## src/hdl/srlc_pkg.sv

```systemverilog
// Package of the rotor cipher: sizes, register indexes, sequencer states and helpers.
`default_nettype none

package srlc_pkg;

    localparam int ROTORS     = 52;
    localparam int IDX_W      = $clog2(ROTORS);
    localparam int POS_W      = 5;
    localparam int LETTERS    = 26;
    localparam int KEY_W      = POS_W * ROTORS;
    localparam int KEY_OFF_W  = $clog2(KEY_W);
    localparam int ALU_W      = IDX_W;

    localparam logic [6:0] ASCII_A  = 7'd65;
    localparam logic [6:0] MOD_POS  = 7'(LETTERS);
    localparam logic [6:0] MOD_WIRE = 7'(ROTORS);

    typedef enum logic [2:0] {
        REG_KEY_A     = 3'd0,
        REG_KEY_B     = 3'd1,
        REG_KEY_C     = 3'd2,
        REG_KEY_D     = 3'd3,
        REG_KEY_E     = 3'd4,
        REG_DIRECTION = 3'd5
    } reg_index_t;

    typedef enum logic [2:0] {
        ST_SWEEP,
        ST_IDLE,
        ST_READ_P,
        ST_READ_FB,
        ST_POS,
        ST_BWD,
        ST_SUM,
        ST_OUT
    } state_t;

    // Operation of the shared modular adder.
    typedef struct packed {
        logic sub;   // subtract instead of add
        logic wide;  // modulus is the rotor count instead of the alphabet size
    } alu_op_t;

    // Letter value of a raw byte: (byte - 65) mod 26, by conditional subtraction.
    function automatic logic [POS_W-1:0] letter_value(input logic [7:0] raw);
        logic [8:0] v;
        begin
            v = {1'b0, raw} + 9'd195;
            if (v >= 9'd416) v = v - 9'd416;
            if (v >= 9'd208) v = v - 9'd208;
            if (v >= 9'd104) v = v - 9'd104;
            if (v >= 9'd52)  v = v - 9'd52;
            if (v >= 9'd26)  v = v - 9'd26;
            letter_value = v[POS_W-1:0];
        end
    endfunction

endpackage

`default_nettype wire

```

## src/hdl/srlc_ram.sv

```systemverilog
// Generic single write port, single read port RAM with registered read data.
`default_nettype none

module srlc_ram #(
    parameter int WIDTH = 8,
    parameter int DEPTH = 64
) (
    input  logic                     clk,
    input  logic                     we,
    input  logic [$clog2(DEPTH)-1:0] waddr,
    input  logic [WIDTH-1:0]         wdata,
    input  logic [$clog2(DEPTH)-1:0] raddr,
    output logic [WIDTH-1:0]         rdata
);

    logic [WIDTH-1:0] mem [DEPTH];

    always_ff @(posedge clk)
    begin
        if (we)
        begin
            mem[waddr] <= wdata;
        end
        rdata <= mem[raddr];
    end

endmodule

`default_nettype wire

```

## src/hdl/srlc_alu.sv

```systemverilog
// Shared modular add and subtract unit, modulus 26 or 52.
`default_nettype none

module srlc_alu (
    input  srlc_pkg::alu_op_t          op,
    input  logic [srlc_pkg::ALU_W-1:0] a,
    input  logic [srlc_pkg::ALU_W-1:0] b,
    output logic [srlc_pkg::ALU_W-1:0] y
);

    import srlc_pkg::*;

    logic [ALU_W:0] modulus;
    logic [ALU_W:0] sum;
    logic [ALU_W:0] diff;
    logic [ALU_W:0] wrapped;

    // Both operands are below the modulus, so one correction step suffices.
    always_comb
    begin
        modulus = op.wide ? MOD_WIRE : MOD_POS;
        sum     = {1'b0, a} + {1'b0, b};
        diff    = {1'b0, a} - {1'b0, b};
        if (op.sub)
        begin
            wrapped = diff[ALU_W] ? (diff + modulus) : diff;
        end
        else
        begin
            wrapped = (sum >= modulus) ? (sum - modulus) : sum;
        end
        y = wrapped[ALU_W-1:0];
    end

endmodule

`default_nettype wire

```

## src/hdl/stepping_rotor_letter_cipher_core.sv

```systemverilog
// Top level of the 52-rotor stepping letter cipher with its step sequencer.
//
// Usage. Input transactions on in_valid/in_ready carry letter_in (a raw byte)
// and restart. Each input transaction yields exactly one output transaction
// on out_valid/out_ready carrying letter_out, an ASCII capital letter.
// Configuration transactions on cfg_valid/cfg_ready write the key registers
// (indexes 0 to 4) and the direction bit (index 5); other indexes are ignored.
// The rotor state lives in three 52-entry RAMs that one modular adder updates
// step by step, so in_ready is high only while the sequencer is idle.
// A plain item passes through the states READ_FB, POS, BWD, SUM and OUT and
// returns to IDLE, where the next item can be accepted; OUT loads its result
// into the output register once that register is free. An item with restart
// set first reloads every rotor from the key in ST_SWEEP, one rotor per cycle,
// and then passes ST_READ_P. After reset the block runs an initialization pass
// over the RAMs with in_ready low; configuration writes are taken at all times.
// A finished result sits in an output register, so the next item is accepted
// while it waits; a stalled receiver only holds up the item after that one.
`default_nettype none

module stepping_rotor_letter_cipher_core (
    input  logic                        clk,
    input  logic                        rst_n,
    input  logic                        in_valid,
    output logic                        in_ready,
    input  logic [7:0]                  letter_in,
    input  logic                        restart,
    output logic                        out_valid,
    input  logic                        out_ready,
    output logic [6:0]                  letter_out,
    input  logic                        cfg_valid,
    output logic                        cfg_ready,
    input  logic [2:0]                  cfg_index,
    input  logic [59:0]                 cfg_data
);

    import srlc_pkg::*;

    // Control state.
    state_t           state_reg, state_next;
    logic [IDX_W-1:0] ptr_reg;
    logic [IDX_W-1:0] sweep_reg;
    logic             restart_reg;
    logic             out_valid_reg;

    // Configuration registers.
    logic [59:0] key_a_reg, key_b_reg, key_c_reg, key_d_reg;
    logic [19:0] key_e_reg;
    logic        direction_reg;

    // Working registers of one step.
    logic [POS_W-1:0] sum_reg;
    logic [POS_W-1:0] letter_reg;
    logic [POS_W-1:0] pos_p_reg;
    logic [IDX_W-1:0] b_reg;
    logic [POS_W-1:0] gain_reg;
    logic [IDX_W-1:0] bwdb_reg;
    logic [6:0]       letter_out_reg;

    // RAM ports.
    logic             pos_we, fwd_we, bwd_we;
    logic [IDX_W-1:0] waddr;
    logic [POS_W-1:0] pos_wdata, pos_rdata;
    logic [IDX_W-1:0] fwd_wdata, fwd_rdata;
    logic [IDX_W-1:0] bwd_wdata, bwd_rdata;
    logic [IDX_W-1:0] pos_raddr, bwd_raddr;

    // Shared adder.
    alu_op_t          alu_op;
    logic [ALU_W-1:0] alu_a, alu_b, alu_y;

    // Key letter of the rotor being loaded, reduced into the alphabet.
    logic [KEY_W-1:0]     key_vec;
    logic [KEY_OFF_W-1:0] key_off;
    logic [POS_W-1:0]     key_raw;
    logic [POS_W-1:0]     key_pos;

    logic in_fire;
    logic out_load;
    logic sweep_last;

    assign in_ready   = (state_reg == ST_IDLE);
    assign in_fire    = in_valid && in_ready;
    assign out_valid  = out_valid_reg;
    assign letter_out = letter_out_reg;
    assign cfg_ready  = 1'b1;

    assign key_vec    = {key_e_reg, key_d_reg, key_c_reg, key_b_reg, key_a_reg};
    assign key_off    = KEY_OFF_W'({3'b000, sweep_reg} * 9'd5);
    assign key_raw    = key_vec[key_off +: POS_W];
    assign key_pos    = (key_raw >= POS_W'(LETTERS)) ? (key_raw - POS_W'(LETTERS)) : key_raw;
    assign sweep_last = (sweep_reg == IDX_W'(ROTORS - 1));

    srlc_ram #(.WIDTH(POS_W), .DEPTH(ROTORS)) u_pos_ram (
        .clk   (clk),
        .we    (pos_we),
        .waddr (waddr),
        .wdata (pos_wdata),
        .raddr (pos_raddr),
        .rdata (pos_rdata)
    );

    srlc_ram #(.WIDTH(IDX_W), .DEPTH(ROTORS)) u_fwd_ram (
        .clk   (clk),
        .we    (fwd_we),
        .waddr (waddr),
        .wdata (fwd_wdata),
        .raddr (ptr_reg),
        .rdata (fwd_rdata)
    );

    srlc_ram #(.WIDTH(IDX_W), .DEPTH(ROTORS)) u_bwd_ram (
        .clk   (clk),
        .we    (bwd_we),
        .waddr (waddr),
        .wdata (bwd_wdata),
        .raddr (bwd_raddr),
        .rdata (bwd_rdata)
    );

    srlc_alu u_alu (
        .op (alu_op),
        .a  (alu_a),
        .b  (alu_b),
        .y  (alu_y)
    );

    // Sequencer: next state, RAM controls and the operands of the shared adder.
    always_comb
    begin
        state_next = state_reg;
        pos_we     = 1'b0;
        fwd_we     = 1'b0;
        bwd_we     = 1'b0;
        waddr      = ptr_reg;
        pos_wdata  = alu_y[POS_W-1:0];
        fwd_wdata  = alu_y;
        bwd_wdata  = alu_y;
        pos_raddr  = ptr_reg;
        bwd_raddr  = ptr_reg;
        alu_op     = '{sub: 1'b0, wide: 1'b0};
        alu_a      = '0;
        alu_b      = '0;
        out_load   = 1'b0;

        unique case (state_reg)
            ST_SWEEP:
            begin
                // Rewrite one rotor with its key position (zero in the pass after reset) and
                // identity wiring, and fold the new position into the running sum.
                pos_we    = 1'b1;
                fwd_we    = 1'b1;
                bwd_we    = 1'b1;
                waddr     = sweep_reg;
                pos_wdata = restart_reg ? key_pos : '0;
                fwd_wdata = sweep_last ? '0 : (sweep_reg + 1'b1);
                bwd_wdata = (sweep_reg == '0) ? IDX_W'(ROTORS - 1) : (sweep_reg - 1'b1);
                alu_a     = ALU_W'(sum_reg);
                alu_b     = ALU_W'(pos_wdata);
                if (sweep_last)
                begin
                    state_next = restart_reg ? ST_READ_P : ST_IDLE;
                end
            end
            ST_IDLE:
            begin
                if (in_fire)
                begin
                    state_next = restart ? ST_SWEEP : ST_READ_FB;
                end
            end
            ST_READ_P:
            begin
                state_next = ST_READ_FB;
            end
            ST_READ_FB:
            begin
                // Entries of the stepped rotor are on the read ports: fetch the
                // position of its forward contact and the backward contact of
                // its backward contact, and double the forward contact.
                pos_raddr  = fwd_rdata;
                bwd_raddr  = bwd_rdata;
                fwd_we     = 1'b1;
                alu_op     = '{sub: 1'b0, wide: 1'b1};
                alu_a      = fwd_rdata;
                alu_b      = fwd_rdata;
                state_next = ST_POS;
            end
            ST_POS:
            begin
                pos_we     = 1'b1;
                alu_a      = ALU_W'(pos_p_reg);
                alu_b      = ALU_W'(pos_rdata);
                state_next = ST_BWD;
            end
            ST_BWD:
            begin
                bwd_we     = 1'b1;
                alu_op     = '{sub: 1'b0, wide: 1'b1};
                alu_a      = b_reg;
                alu_b      = bwdb_reg;
                state_next = ST_SUM;
            end
            ST_SUM:
            begin
                alu_a      = ALU_W'(sum_reg);
                alu_b      = ALU_W'(gain_reg);
                state_next = ST_OUT;
            end
            ST_OUT:
            begin
                // Shift the letter by the position sum; wait while the output
                // register still holds a result nobody has taken.
                alu_op = '{sub: direction_reg, wide: 1'b0};
                alu_a  = ALU_W'(letter_reg);
                alu_b  = ALU_W'(sum_reg);
                if (!out_valid_reg || out_ready)
                begin
                    out_load   = 1'b1;
                    state_next = ST_IDLE;
                end
            end
            default:
            begin
                state_next = ST_IDLE;
            end
        endcase
    end

    // Control registers.
    always_ff @(posedge clk or negedge rst_n)
    begin
        if (!rst_n)
        begin
            state_reg     <= ST_SWEEP;
            ptr_reg       <= '0;
            sweep_reg     <= '0;
            restart_reg   <= 1'b0;
            sum_reg       <= '0;
            out_valid_reg <= 1'b0;
        end
        else
        begin
            state_reg <= state_next;

            if (out_load)
            begin
                out_valid_reg <= 1'b1;
            end
            else if (out_ready)
            begin
                out_valid_reg <= 1'b0;
            end

            unique case (state_reg)
                ST_SWEEP:
                begin
                    sum_reg   <= alu_y[POS_W-1:0];
                    sweep_reg <= sweep_last ? '0 : (sweep_reg + 1'b1);
                end
                ST_IDLE:
                begin
                    if (in_fire)
                    begin
                        restart_reg <= restart;
                        if (restart)
                        begin
                            sum_reg   <= '0;
                            sweep_reg <= '0;
                            ptr_reg   <= '0;
                        end
                    end
                end
                ST_SUM:
                begin
                    sum_reg <= alu_y[POS_W-1:0];
                end
                ST_OUT:
                begin
                    if (out_load)
                    begin
                        ptr_reg <= (ptr_reg == IDX_W'(ROTORS - 1)) ? '0 : (ptr_reg + 1'b1);
                    end
                end
                default:
                begin
                end
            endcase
        end
    end

    // Configuration registers, written whenever a configuration transaction completes.
    always_ff @(posedge clk or negedge rst_n)
    begin
        if (!rst_n)
        begin
            key_a_reg     <= '0;
            key_b_reg     <= '0;
            key_c_reg     <= '0;
            key_d_reg     <= '0;
            key_e_reg     <= '0;
            direction_reg <= 1'b0;
        end
        else if (cfg_valid && cfg_ready)
        begin
            unique case (cfg_index)
                REG_KEY_A:     key_a_reg     <= cfg_data;
                REG_KEY_B:     key_b_reg     <= cfg_data;
                REG_KEY_C:     key_c_reg     <= cfg_data;
                REG_KEY_D:     key_d_reg     <= cfg_data;
                REG_KEY_E:     key_e_reg     <= cfg_data[19:0];
                REG_DIRECTION: direction_reg <= cfg_data[0];
                default:
                begin
                end
            endcase
        end
    end

    // Payload registers need no reset.
    always_ff @(posedge clk)
    begin
        if (in_fire)
        begin
            letter_reg <= letter_value(letter_in);
        end
        if (state_reg == ST_READ_FB)
        begin
            pos_p_reg <= pos_rdata;
            b_reg     <= bwd_rdata;
        end
        if (state_reg == ST_POS)
        begin
            gain_reg <= pos_rdata;
            bwdb_reg <= bwd_rdata;
        end
        if (out_load)
        begin
            letter_out_reg <= {2'b00, alu_y[POS_W-1:0]} + ASCII_A;
        end
    end

endmodule

`default_nettype wire

```

## config.mk

```make
export PLATFORM = sky130hd
export DESIGN_NAME = stepping_rotor_letter_cipher_core
export DESIGN_NICKNAME = d
export VERILOG_FILES = /design/src/hdl/srlc_pkg.sv /design/src/hdl/srlc_ram.sv /design/src/hdl/srlc_alu.sv /design/src/hdl/stepping_rotor_letter_cipher_core.sv
export SDC_FILE = /design/constraint.sdc
export NUM_CORES = 1
export LEC_CHECK = 0
export BUFFER_PORTS_ARGS = -buffer_cell sky130_fd_sc_hd__buf_2
export CORE_MARGIN = 10
export CORE_UTILIZATION = 50
export CTS_CLUSTER_DIAMETER = 150
export DETAILED_ROUTE_END_ITERATION = 10
export PLACE_DENSITY = 0.66
export SYNTH_ARGS = -nofsm -noshare
export SYNTH_HDL_FRONTEND = slang
export SYNTH_HIERARCHICAL = 1
export SYNTH_SLANG_ARGS = --single-unit
export TNS_END_PERCENT = 20
```

## constraint.sdc

```tcl
create_clock -name clk -period 13.82 [get_ports clk]
set_input_delay 1.382 -clock clk [delete_from_list [all_inputs] [get_ports clk]]
set_output_delay 1.382 -clock clk [all_outputs]
set_load 0.005 [all_outputs]
```

==> results_dict.tcl <==
set metrics [dict create \
    status "complete, no violations" \
    maxSlewViolCount 0 \
    drt-total-wl_um 121000 \
    fin_crit_ps 8910 \
    cp.arrival_ps 9250 \
    synth.top_cells.by_count "edfxtp_1, mux4_2, dfrtp_1" \
    crit_chain "buf_4 -> buf_4 -> mux4_2 -> mux4_2 -> mux2_2 -> o21ai_0 -> nand3b_1 -> a21o_1 -> mux2i_1 -> o21ai_0 -> inv_1 -> ha_1 -> nand2b_1 -> a21oi_1 -> nor2_1 -> xnor2_1 -> ha_1 -> a21oi_1 -> nand2_1 -> nand2_1 -> a2111oi_0 -> nor3_1 -> nand2_1 -> nand2b_2" \
    worst-endpoint-required_ps 14160 \
    dr.pass1.iters 6 \
    rsz0062_at_grt "false" \
    drive_gt1_share_pct 29.9 \
    synth_area_sq_mm 0.0527 \
    synth.top_cell.area_share_pct 52.3 \
    min_period_over_period_pct 64.5 \
    ant_nets 0 \
    drc_errors 0 \
    hold_viol 0 \
    cts_setup_buffers 0 \
    max_stage_delay_ps 790 \
    clockRootBuffer "clkbuf_16" \
    gp_congestion 0.840 \
    clk_path_buf_depth 3 \
    largestRegisters "u_bwd_ram/mem x312, u_fwd_ram/mem x312, u_pos_ram/mem x260" \
    worstSetupStartpoint "sweep_reg[0]" \
    dieArea_sq_mm 0.119 \
    relSlewSlack_pct 16.8 \
    yosys_warnings 6 \
    antenna_found_initial 6 \
    clock-sinks 1217 \
    reg2reg_to "u_pos_ram/mem[41][4]" \
    critPathLaunchType "flip-flop" \
    synthCells 3096 \
    vias_per_cell 6.15 \
    wl_per_cell_um 25.9 \
    yosysMostFrequentCell "edfxtp_1" \
    drt_iter0_markers 2630 \
    critPathSlowestCell "o21ai_0" \
    dpl.hpwl_um 77100 \
    synth_seq_cells 1217 \
    grt_use_total_pct 20.6 \
    crit_type "flip-flop to flip-flop" \
    critical-path-top-delay-family "simple AND/OR/NAND/NOR gates" \
    cp-endpoint "u_pos_ram/mem[41][4]" \
    area_growth_syn_to_layout_pct 11.8 \
    setup_viol 0 \
    grt_max_degree 154 \
    yosysUniqueCellTypes 100 \
    final-seq-area_sq_mm 0.0350 \
    die_y_um 345 \
    r2r_setup_slack_ps 4910 \
    critPathBufInv 3 \
    drv_cap 0 \
    initial_core_util_pct 50.2 \
    pin_count 87 \
    r2r_start "sweep_reg[0]" \
    core_sq_mm 0.105 \
    grt_pass1_vias 29900 \
    end_kind "flip-flop" \
    die_w_um 345 \
    holdBufCountCts 0 \
    multi_input_area_sq_mm 0.0169 \
    rows 119 \
    worst_pin_slew_ps 1240 \
    critPathMaxFanout 52 \
    grt_pass1_wl_um 189000 \
    yosysSeqAreaShare_pct 66.4 \
    synth-async-reset-ratio_pct 23.3 \
    worst_path_most_repeated_cell "nand2_1" \
    synth_area_leaders "edfxtp_1, dfrtp_1, mux4_2, mux2_2, nor2_1" \
    vias 28800 \
    reg2regPathDepth 24 \
    cts_inserted_buffers 121 \
    final_nets 3288 \
    htree_levels 3 \
    cp_num_cells 24 \
    fillers 7995 \
    synth_edf_count 917 \
    synth_area_leader_cell "edfxtp_1" \
    post_cts_resized 0 \
    gr-total-overflow 0 \
    avgSynthCellArea_sq_um 17.0 \
    fin_setup_tns_ps 0 \
    cts_tree "done" \
    clk_pin_slew_ps 60 \
    hp-class "flip-flop to flip-flop" \
    portBuffers 84 \
    finClkSkew_ps 54.1 \
    synth_ff_type "edfxtp_1" \
    insertion_delay_ps 720 \
    timing.fmax_mhz 112 \
]
kinds of logic (layout without fill, tap and decap cells):
kind of cell | Yosys count | after routing | synth area share, %
mux | 633 | 633 | 20.0
simple gates | 615 | 615 | 5.45
xor+xnor | 29 | 29 | 0.482
flops | 1217 | 1217 | 66.4
fa+ha+maj | 33 | 33 | 0.841
other cells | 1 | 6 | 0.00712
compound gates | 347 | 347 | 4.84
buf+inv | 221 | 403 | 2.05
worst register-to-register path: cells and delay by family (launching register included):
kind,cells,cell delay [ps]
buffers and inverters,3,1280
XOR/XNOR,1,230
AND/OR/NAND/NOR,8,2190
adder cells (fa/ha/maj),2,570
multiplexers,4,1640
flip-flops,1,690
AO/OA/AOI/OAI,6,1920
how the worst min path moves through the flow:
stage,depth (start not counted),end,startpoint
2_1_floorplan,0,gain_reg[2],u_pos_ram/rdata[2]
3_3_place_gp,0,gain_reg[3],u_pos_ram/rdata[3]
3_5_place_dp,0,bwdb_reg[2],u_bwd_ram/rdata[2]
4_1_cts,0,bwdb_reg[2],u_bwd_ram/rdata[2]
5_1_grt,0,gain_reg[1],u_pos_ram/rdata[1]
6_report,0,gain_reg[4],u_pos_ram/rdata[4]
per-stage QoR:
stage	hold slack [ps]	utilization, %	cells	setup WS [ps]	cell area (sq um)
floorplan	421	-	3097	6310	52700
global placement	447	52.0	4446	5300	54600
detailed placement	443	52.0	4446	5040	54600
CTS	475	56.1	4670	4920	58900
global route	488	56.1	4671	4130	58900
finish	468	56.1	4674	4910	58900
area by class of cell:
class                           instances  area share, %
Sequential cell                      1217           59.4
Multi-Input combinational cell       1659           28.6
Clock buffer                          151           5.59
Tap cell                             1391           2.96
Clock inverter                         73           1.71
Timing Repair Buffer                  141           1.46
Inverter                               38          0.242
Antenna cell                            4         0.0170
layout by cell type (no fill, tap or decap), drive strengths merged, types with 47 or more instances in the layout:
cell	instances
a21oi	48
buf	141
clkbuf	151
dfrtp	283
edfxtp	917
mux2	279
mux2i	52
mux4	302
nand2	147
nand3	51
nor2	236
nor3	47
o21ai	67
layer usage:
metal  global-route usage [%]  up-vias  routed length (um)
met1                     29.4    15100               50900
met3                     3.52      191                8760
met4                     5.05        4                2330
met2                     33.1     1002               59100
met5                        0        -                  30
li1                         -    12400                   -
Power is not shown: default switching activity piles up to over one toggle a cycle in this logic, so the estimate is an artifact.
